--- config.mk ---
export PLATFORM = sky130hd
export DESIGN_NAME = mvs_ctrl
export DESIGN_NICKNAME = d
export VERILOG_FILES = /design/src/rtl/mvs_pkg.sv /design/src/rtl/mvs_ctrl.sv
export SDC_FILE = /design/constraint.sdc
export NUM_CORES = 1
export LEC_CHECK = 0
export ABC_CLOCK_PERIOD_IN_PS = 3600
export BUFFER_PORTS_ARGS = -buffer_cell sky130_fd_sc_hd__buf_2
export CAP_MARGIN = 5
export CORE_AREA = 5 5 44 46
export DETAILED_ROUTE_END_ITERATION = 10
export DIE_AREA = 0 0 49 51
export PLACE_DENSITY = 0.78
export SLEW_MARGIN = 0
export SYNTH_ARGS = -nofsm -noshare
export SYNTH_HDL_FRONTEND = slang
export SYNTH_SLANG_ARGS = --single-unit
--- constraint.sdc ---
create_clock -name clock -period 3.6 [get_ports clock]
set_clock_uncertainty 0.2 [all_clocks]
set_input_delay 0.36 -clock clock [delete_from_list [all_inputs] [get_ports clock]]
set_output_delay 0.36 -clock clock [all_outputs]
set_load 0.005 [all_outputs]
--- src/rtl/mvs_pkg.sv ---
// Shared types and constants for the mean / variance / std-dev block.
// No dependencies; imported by every file except mvs_ram and mvs_div.
`default_nettype none
package mvs_pkg;

   localparam int SAMPLE_W = 16;
   localparam int MEAN_W   = 24;
   localparam int VAR_W    = 38;
   localparam int SD_W     = 23;
   localparam int COUNT_W  = 11;
   localparam int PROD_W   = 48;

   // Commands from the controller to the datapath
   typedef struct packed {
      logic accept;      // store the request sample or mark overflow
      logic clr_set;     // result taken: start a new set
      logic rd_rst;      // rewind the read pointer and clear accumulators
      logic rd_go;       // issue one store read and advance
      logic div_start;   // launch the shared divider
      logic div_var;     // divider operands: 0 mean, 1 variance
      logic mean_take;   // capture the floored mean
      logic var_take;    // capture the saturated variance
      logic sqrt_start;  // launch the square root unit
      logic out_load;    // load the result register
   } mvs_cmd_type;

   // Status from the datapath to the controller
   typedef struct packed {
      logic rd_last;     // read pointer is on the last stored sample
      logic pipe_busy;   // reads still in flight through the pass pipeline
      logic div_done;
      logic sqrt_done;
   } mvs_stat_type;

endpackage
`default_nettype wire

--- src/rtl/mvs_ctrl.sv ---
// Controller state machine: load, mean pass, deviation pass, divide, root, deliver.
// Depends on mvs_pkg.
`default_nettype none
module mvs_ctrl (
   input  wire logic                  clock,
   input  wire logic                  reset,
   input  wire logic                  req_valid,
   input  wire logic                  req_last,
   output logic                       req_ready,
   output logic                       rsp_valid,
   input  wire logic                  rsp_ready,
   output mvs_pkg::mvs_cmd_type       cmd,
   input  wire mvs_pkg::mvs_stat_type stat
);
   import mvs_pkg::*;

   typedef enum logic [9:0] {
      ST_LOAD     = 10'b0000000001,
      ST_SUM      = 10'b0000000010,
      ST_SUM_WAIT = 10'b0000000100,
      ST_MEAN_DIV = 10'b0000001000,
      ST_SQ       = 10'b0000010000,
      ST_SQ_WAIT  = 10'b0000100000,
      ST_VAR_DIV  = 10'b0001000000,
      ST_ROOT_GO  = 10'b0010000000,
      ST_ROOT     = 10'b0100000000,
      ST_DONE     = 10'b1000000000
   } state_type;

   state_type state_ff, state_in;

   // Next state and commands
   always_comb begin
      state_in  = state_ff;
      cmd       = '0;
      req_ready = 1'b0;
      rsp_valid = 1'b0;
      unique case (state_ff)
         ST_LOAD: begin
            req_ready = 1'b1;
            if (req_valid) begin
               cmd.accept = 1'b1;
               if (req_last) begin
                  cmd.rd_rst = 1'b1;
                  state_in   = ST_SUM;
               end
            end
         end
         ST_SUM: begin
            cmd.rd_go = 1'b1;
            if (stat.rd_last) begin
               state_in = ST_SUM_WAIT;
            end
         end
         ST_SUM_WAIT: begin
            if (!stat.pipe_busy) begin
               cmd.div_start = 1'b1;
               state_in      = ST_MEAN_DIV;
            end
         end
         ST_MEAN_DIV: begin
            if (stat.div_done) begin
               cmd.mean_take = 1'b1;
               cmd.rd_rst    = 1'b1;
               state_in      = ST_SQ;
            end
         end
         ST_SQ: begin
            cmd.rd_go = 1'b1;
            if (stat.rd_last) begin
               state_in = ST_SQ_WAIT;
            end
         end
         ST_SQ_WAIT: begin
            cmd.div_var = 1'b1;
            if (!stat.pipe_busy) begin
               cmd.div_start = 1'b1;
               state_in      = ST_VAR_DIV;
            end
         end
         ST_VAR_DIV: begin
            if (stat.div_done) begin
               cmd.var_take = 1'b1;
               state_in     = ST_ROOT_GO;
            end
         end
         ST_ROOT_GO: begin
            cmd.sqrt_start = 1'b1;
            state_in       = ST_ROOT;
         end
         ST_ROOT: begin
            if (stat.sqrt_done) begin
               cmd.out_load = 1'b1;
               state_in     = ST_DONE;
            end
         end
         ST_DONE: begin
            rsp_valid = 1'b1;
            if (rsp_ready) begin
               cmd.clr_set = 1'b1;
               state_in    = ST_LOAD;
            end
         end
         default: begin
            state_in = ST_LOAD;
         end
      endcase
   end

   always_ff @(posedge clock) begin
      if (reset) begin
         state_ff <= ST_LOAD;
      end else begin
         state_ff <= state_in;
      end
   end
endmodule
`default_nettype wire

==> impl_metrics.env, run 1 <==
export IMPL_max_stage_delay_ns=0.58
export IMPL_critical_path_arrival_ns=2.11
export IMPL_hold_path_class="primary input to flip-flop"
export IMPL_vias_per_cell=6.36
export IMPL_p_seq_share_pct=33.8
export IMPL_timing_final_crit_share_pct=74.3
export IMPL_antenna_cells=0
export IMPL_dpl_hpwl_microns=1630
export IMPL_min_from="reset"
export IMPL_cts_made_buffers=3
export IMPL_switching_share_pct=41.3
export IMPL_synth_seq_cells=10
export IMPL_clock_sinks=10
export IMPL_p_clk_share_pct=18.5
export IMPL_numPortBuffers=20
export IMPL_fin_tns_setup_ns=0
export IMPL_ys_async_sr_fraction_pct=0
export IMPL_num_rows=14
export IMPL_synth_area_sq_um=778
export IMPL_cts_hold_buf=0
export IMPL_grt_max_degree=11
export IMPL_critPathCaptureType="output pin"
export IMPL_hold_viol=0
export IMPL_fmax_ghz=0.374
export IMPL_dieWidth_microns=49
export IMPL_hold_slack_ns=0.191
export IMPL_seqCellArea_sq_um=200
export IMPL_grt_use_total_pct=17.6
export IMPL_antenna_found_initial=0
export IMPL_dr_pass1_iters=4
export IMPL_worst_pin_slew_ns=0.684
export IMPL_top_regs="state_ff (10)"
export IMPL_path_depth=5
export IMPL_cts_tree="yes"
export IMPL_cts_max_path_buffers=2
export IMPL_gp_congestion=0.862
export IMPL_rrSetupSlack_ns=1.27
export IMPL_vias=859
export IMPL_switchingPower_uw=172
export IMPL_pwr_share_comb_pct=47.7
export IMPL_reg2reg_from="state_ff[8]"
export IMPL_grt_use_met2_pct=27.2
export IMPL_critPathSlowestCell="or4_1"
export IMPL_hold_end="state_ff[9]"
export IMPL_crit_buf_inv=2
export IMPL_cp_top_family="simple AND/OR/NAND/NOR gates"
export IMPL_min_period_ns=2.67
export IMPL_insertion_delay_ns=0.27
export IMPL_crit_path_start_kind="flip-flop"
export IMPL_drc=0
export IMPL_pin_count=21
export IMPL_critPathMaxFanout=10
export IMPL_grt_pass1_wl_microns=3570
export IMPL_multi_input_area_sq_um=528
export IMPL_ctsResizeCount=0
export IMPL_slew_headroom_pct=53.8
export IMPL_r2r_end="state_ff[5]"
export IMPL_vdd_ir_drop_max_uv=282
export IMPL_synthToLayoutAreaGrowth_pct=13.8
export IMPL_synth_ff_type="dfxtp_1"
export IMPL_timing_max_cap_violations=0
export IMPL_syn_nets=111
export IMPL_cts_setup_buffers=0
export IMPL_synth_cell_types=35
export IMPL_critical_path_required_ns=3.04
export IMPL_core_area_sq_mm=0.00147
export IMPL_grt_busiest_layer="met2"
export IMPL_nets=130
export IMPL_yosysSeqAreaShare_pct=25.7
export IMPL_worstSetupPathType="flip-flop to output pin"
export IMPL_drt_iter0_drc=30
export IMPL_synth_edf_count=0
export IMPL_synth_top_area_share_pct=25.7
export IMPL_wl_per_cell_microns=15.5
export IMPL_drtAntennaViolNets=0
export IMPL_p_int_uw=244
export IMPL_cts_clk_slew_worst_paths_ns=0.06
export IMPL_ys_top_cells_by_count="10 x a21oi_1, 10 x dfxtp_1, 7 x o21ai_0"
export IMPL_rr_worst_depth=5
export IMPL_yosysWarnings=0
export IMPL_global_route_usage_met1_pct=22.6
export IMPL_htreeDepth=1
export IMPL_ys_top_cells_by_area="dfxtp_1 26%, a21oi_1 6.4%, or4_1 4.8%"
export IMPL_met3_usage_pct=3.78
export IMPL_whs_path_depth=2
export IMPL_setup_viol=0
export IMPL_initial_utilization_pct=52.9
export IMPL_clockRootBuffer="clkbuf_4"
export IMPL_synth_top_cell_by_area="dfxtp_1"
export IMPL_fillCellCount=150
export IMPL_power_density_mw_per_mm2=469
export IMPL_path_cells="or4_1 > or2_2 > or3_1 > inv_1 > buf_2"
export IMPL_drt_wl_total_microns=2090
export IMPL_drv_slew=0
export IMPL_largest_register="state_ff"
export IMPL_die_area_sq_mm=0.00250
export IMPL_syn_inst=102
export IMPL_rsz0062_at_grt="false"
export IMPL_avgSynthCellArea_sq_um=7.63
export IMPL_p_leak_nw=0.374
export IMPL_grt_pass1_vias=777
export IMPL_grt_ovfl_total=0
export IMPL_die_y_microns=51
export IMPL_drive_gt1_share_pct=27.7
export IMPL_largest_reg_flops=10
export IMPL_status="finished clean"
-- cell type report --
cell class	instances	area share (%)
sequential	10	22.6
inverter	4	1.69
multi-input combinational	82	59.6
timing repair buffer	20	11.3
tap	16	2.26
clock buffer	3	2.54
-- power by group through the flow --
stage          sequential (mW)  clock (mW)  combinational, mW
2_1_floorplan            0.135           0              0.145
3_3_place_gp             0.140           0              0.193
3_5_place_dp             0.142           0              0.196
4_1_cts                  0.139      0.0765              0.196
5_1_grt                  0.143      0.0835              0.217
6_report                 0.140      0.0769              0.198
-- kinds of logic (layout without fill, tap and decap cells) --
kind of cell / after synthesis / count (layout) / synth area share (%)
compound gates: 23 / 23 / 20.7
simple gates: 56 / 56 / 43.7
buf+inv: 10 / 27 / 6.43
xor+xnor: 3 / 3 / 3.38
flops: 10 / 10 / 25.7
-- cells in the final DEF (no fill, tap or decap), drive strengths merged, types with 3 or more instances in the layout --
master,n
nor2,6
nand2,6
nor4,5
inv,4
or3,3
buf,20
or4,5
nand3,6
nor3,6
dfxtp,10
a21oi,10
clkbuf,3
o21ai,7
nand2b,4
-- layer usage --
layer / vias to the layer above / routed length (microns)
met2: 44 / 913
met5: - / 0
met1: 387 / 930
met3: 9 / 174
li1: 419 / -
met4: 0 / 68
-- stage by stage --
step	std cells	worst slack, ns	total power, mW	util (%)	area [sq um]
floorplan	102	1.33	0.280	-	778
global placement	132	1.26	0.333	58.7	863
detailed placement	132	1.22	0.337	58.7	863
CTS	135	0.935	0.412	60.2	886
global route	135	0.837	0.443	60.2	886
finish	135	0.927	0.415	60.2	886
-- how the worst max path moves through the flow --
| stage | start | to | slack, ns |
|---|---|---|---|
| 5_1_grt | state_ff[9] | cmd[1] | 0.84 |
| 6_report | state_ff[6] | cmd[0] | 0.93 |
| 3_5_place_dp | state_ff[6] | cmd[0] | 1.22 |
| 3_3_place_gp | state_ff[6] | cmd[0] | 1.26 |
| 4_1_cts | state_ff[6] | cmd[0] | 0.93 |
| 2_1_floorplan | state_ff[4] | cmd[8] | 1.33 |
Note: power is estimated with default switching activity, not from simulation.
==> run 2: changes to the inputs <==
--- a/config.mk
+++ b/config.mk
@@ -5,13 +5,13 @@
 export SDC_FILE = /design/constraint.sdc
 export NUM_CORES = 1
 export LEC_CHECK = 0
-export ABC_CLOCK_PERIOD_IN_PS = 3600
+export ABC_CLOCK_PERIOD_IN_PS = 2600
 export BUFFER_PORTS_ARGS = -buffer_cell sky130_fd_sc_hd__buf_2
 export CAP_MARGIN = 5
-export CORE_AREA = 5 5 44 46
+export CORE_AREA = 5 5 46 48
 export DETAILED_ROUTE_END_ITERATION = 10
-export DIE_AREA = 0 0 49 51
-export PLACE_DENSITY = 0.78
+export DIE_AREA = 0 0 51 53
+export PLACE_DENSITY = 0.71
 export SLEW_MARGIN = 0
 export SYNTH_ARGS = -nofsm -noshare
 export SYNTH_HDL_FRONTEND = slang
==> constraint.sdc (replaced) <==
create_clock -name clock -period 2.6 [get_ports clock]
set_clock_uncertainty 0.2 [all_clocks]
set_input_delay 0.26 -clock clock [delete_from_list [all_inputs] [get_ports clock]]
set_output_delay 0.26 -clock clock [all_outputs]
set_load 0.005 [all_outputs]
==> impl_metrics.env, run 2 (same netlist as run 1, synthesis figures left out) <==
export IMPL_drt_wl_total_microns=2060
export IMPL_dr_pass1_iters=4
export IMPL_pin_count=21
export IMPL_largest_reg_flops=10
export IMPL_hold_viol=0
export IMPL_die_area_sq_mm=0.00270
export IMPL_rr_worst_depth=5
export IMPL_p_leak_nw=0.394
export IMPL_critPathMaxFanout=10
export IMPL_power_density_mw_per_mm2=654
export IMPL_nets=132
export IMPL_critPathCaptureType="output pin"
export IMPL_min_from="reset"
export IMPL_htreeDepth=1
export IMPL_p_clk_share_pct=22.6
export IMPL_layout_commonest_cell="buf_2"
export IMPL_drt_iter0_drc=38
export IMPL_grt_use_total_pct=15.5
export IMPL_max_stage_delay_ns=0.54
export IMPL_status="finished clean"
export IMPL_numPortBuffers=20
export IMPL_crit_buf_inv=2
export IMPL_place_area_sq_um=880
export IMPL_grt_max_degree=11
export IMPL_synthToLayoutAreaGrowth_pct=19.5
export IMPL_drc=0
export IMPL_cts_clk_slew_worst_paths_ns=0.07
export IMPL_num_rows=15
export IMPL_setup_viol=0
export IMPL_min_period_ns=2.51
export IMPL_crit_path_start_kind="flip-flop"
export IMPL_timing_max_cap_violations=0
export IMPL_grt_pass1_vias=719
export IMPL_antenna_cells=0
export IMPL_whs_path_depth=2
export IMPL_mostFrequentLayoutCells="20 x buf_2, 10 x a21oi_1, 7 x o21ai_0, 7 x dfxtp_1"
export IMPL_slew_headroom_pct=60.2
export IMPL_worstSetupPathType="flip-flop to output pin"
export IMPL_switchingPower_uw=233
export IMPL_hold_path_class="primary input to flip-flop"
export IMPL_r2r_end="state_ff[5]"
export IMPL_cts_max_path_buffers=2
export IMPL_final_area_sq_um=930
export IMPL_largest_register="state_ff"
export IMPL_insertion_delay_ns=0.27
export IMPL_place_ws_ns=0.308
export IMPL_p_seq_share_pct=31.8
export IMPL_fillCellCount=162
export IMPL_p_int_uw=375
export IMPL_vdd_ir_drop_max_uv=440
export IMPL_reg2reg_from="state_ff[8]"
export IMPL_wl_per_cell_microns=14.8
export IMPL_drv_slew=0
export IMPL_seqCellArea_sq_um=204
export IMPL_path_cells="or4_4 > or2_2 > or3_1 > inv_1 > buf_2"
export IMPL_grt_pass1_wl_microns=3200
export IMPL_hold_end="state_ff[6]"
export IMPL_fmax_ghz=0.399
export IMPL_critical_path_required_ns=2.14
export IMPL_clockRootBuffer="clkbuf_4"
export IMPL_clock_sinks=10
export IMPL_multi_input_area_sq_um=538
export IMPL_vias=882
export IMPL_critPathSlowestCell="or4_4"
export IMPL_pwr_share_comb_pct=45.6
export IMPL_critical_path_arrival_ns=2.05
export IMPL_cts_made_buffers=3
export IMPL_switching_share_pct=38.3
export IMPL_fin_tns_setup_ns=0
export IMPL_dieWidth_microns=51
export IMPL_timing_final_crit_share_pct=96.5
export IMPL_top_regs="state_ff (10)"
export IMPL_vias_per_cell=6.35
export IMPL_drtAntennaViolNets=0
export IMPL_cp_top_family="simple AND/OR/NAND/NOR gates"
export IMPL_hold_slack_ns=0.0797
export IMPL_drive_gt1_share_pct=33.6
export IMPL_dpl_hpwl_microns=1550
export IMPL_initial_utilization_pct=46.6
export IMPL_layout_setup_ws_ns=0.0906
export IMPL_die_y_microns=53
export IMPL_worst_pin_slew_ns=0.595
export IMPL_gp_congestion=0.902
export IMPL_cts_tree="yes"
export IMPL_core_area_sq_mm=0.00167
export IMPL_antenna_found_initial=0
export IMPL_rrSetupSlack_ns=0.32
export IMPL_grt_ovfl_total=0
==> run 2: layout make-up <==
cell class              instances  share of cell area (%)
flip-flops and latches         10                    21.9
well taps                      17                    2.29
clock buffers                   4                    3.90
inverters                       4                    1.62
repair buffers                 22                    12.4
multi-input cells              82                    57.9
==> run 2: worst max path at each step <==
stage	slack (ns)	endpoint	cells past startpoint	from
after global placement	0.30	cmd[0]	5	state_ff[6]
after detailed placement	0.31	cmd[0]	5	state_ff[6]
final	0.09	cmd[0]	5	state_ff[6]
after CTS	0.005	cmd[0]	5	state_ff[6]
after floorplan	0.43	cmd[8]	5	state_ff[4]
after global routing	-0.001	cmd[0]	5	state_ff[6]
==> run 2: power groups by stage <==
| stage | Combinational [mW] | Clock [mW] | Sequential (mW) |
|---|---|---|---|
| finish | 0.277 | 0.137 | 0.194 |
| floorplan | 0.201 | 0 | 0.187 |
| detailed placement | 0.266 | 0 | 0.195 |
| global route | 0.304 | 0.151 | 0.197 |
| global placement | 0.265 | 0 | 0.195 |
| CTS | 0.267 | 0.142 | 0.192 |
==> run 2: what timing repair did <==
action	CTS	global route
hold endpoints to repair	0	0
buffers inserted	0	0
hold buffers	0	0
gates resized for setup	0	5
endpoints found under the setup margin	0	4
==> run 2: worst register-to-register path: stages, from the launching register on <==
cell and delay, ns:
dfxtp_1 0.50, or4_1 0.30, a2111oi_4 0.09, a2111o_2 0.52, or4_1 0.48, a21oi_1 0.14
==> run 2: stage by stage <==
stage,power (mW),instances,utilization (%)
floorplan,0.388,102,-
global placement,0.460,135,52.7
detailed placement,0.462,135,52.7
CTS,0.601,139,54.8
global route,0.652,139,55.7
finish,0.608,139,55.7
==> run 2: routing by layer <==
layer  part of all wire, %  up-vias  track usage (%)
met5                     0        -                0
met4                   2.2        0             10.3
met1                    42      406             21.4
met3                   9.7        5             1.69
met2                    46       48             22.5
li1                      -      423                -
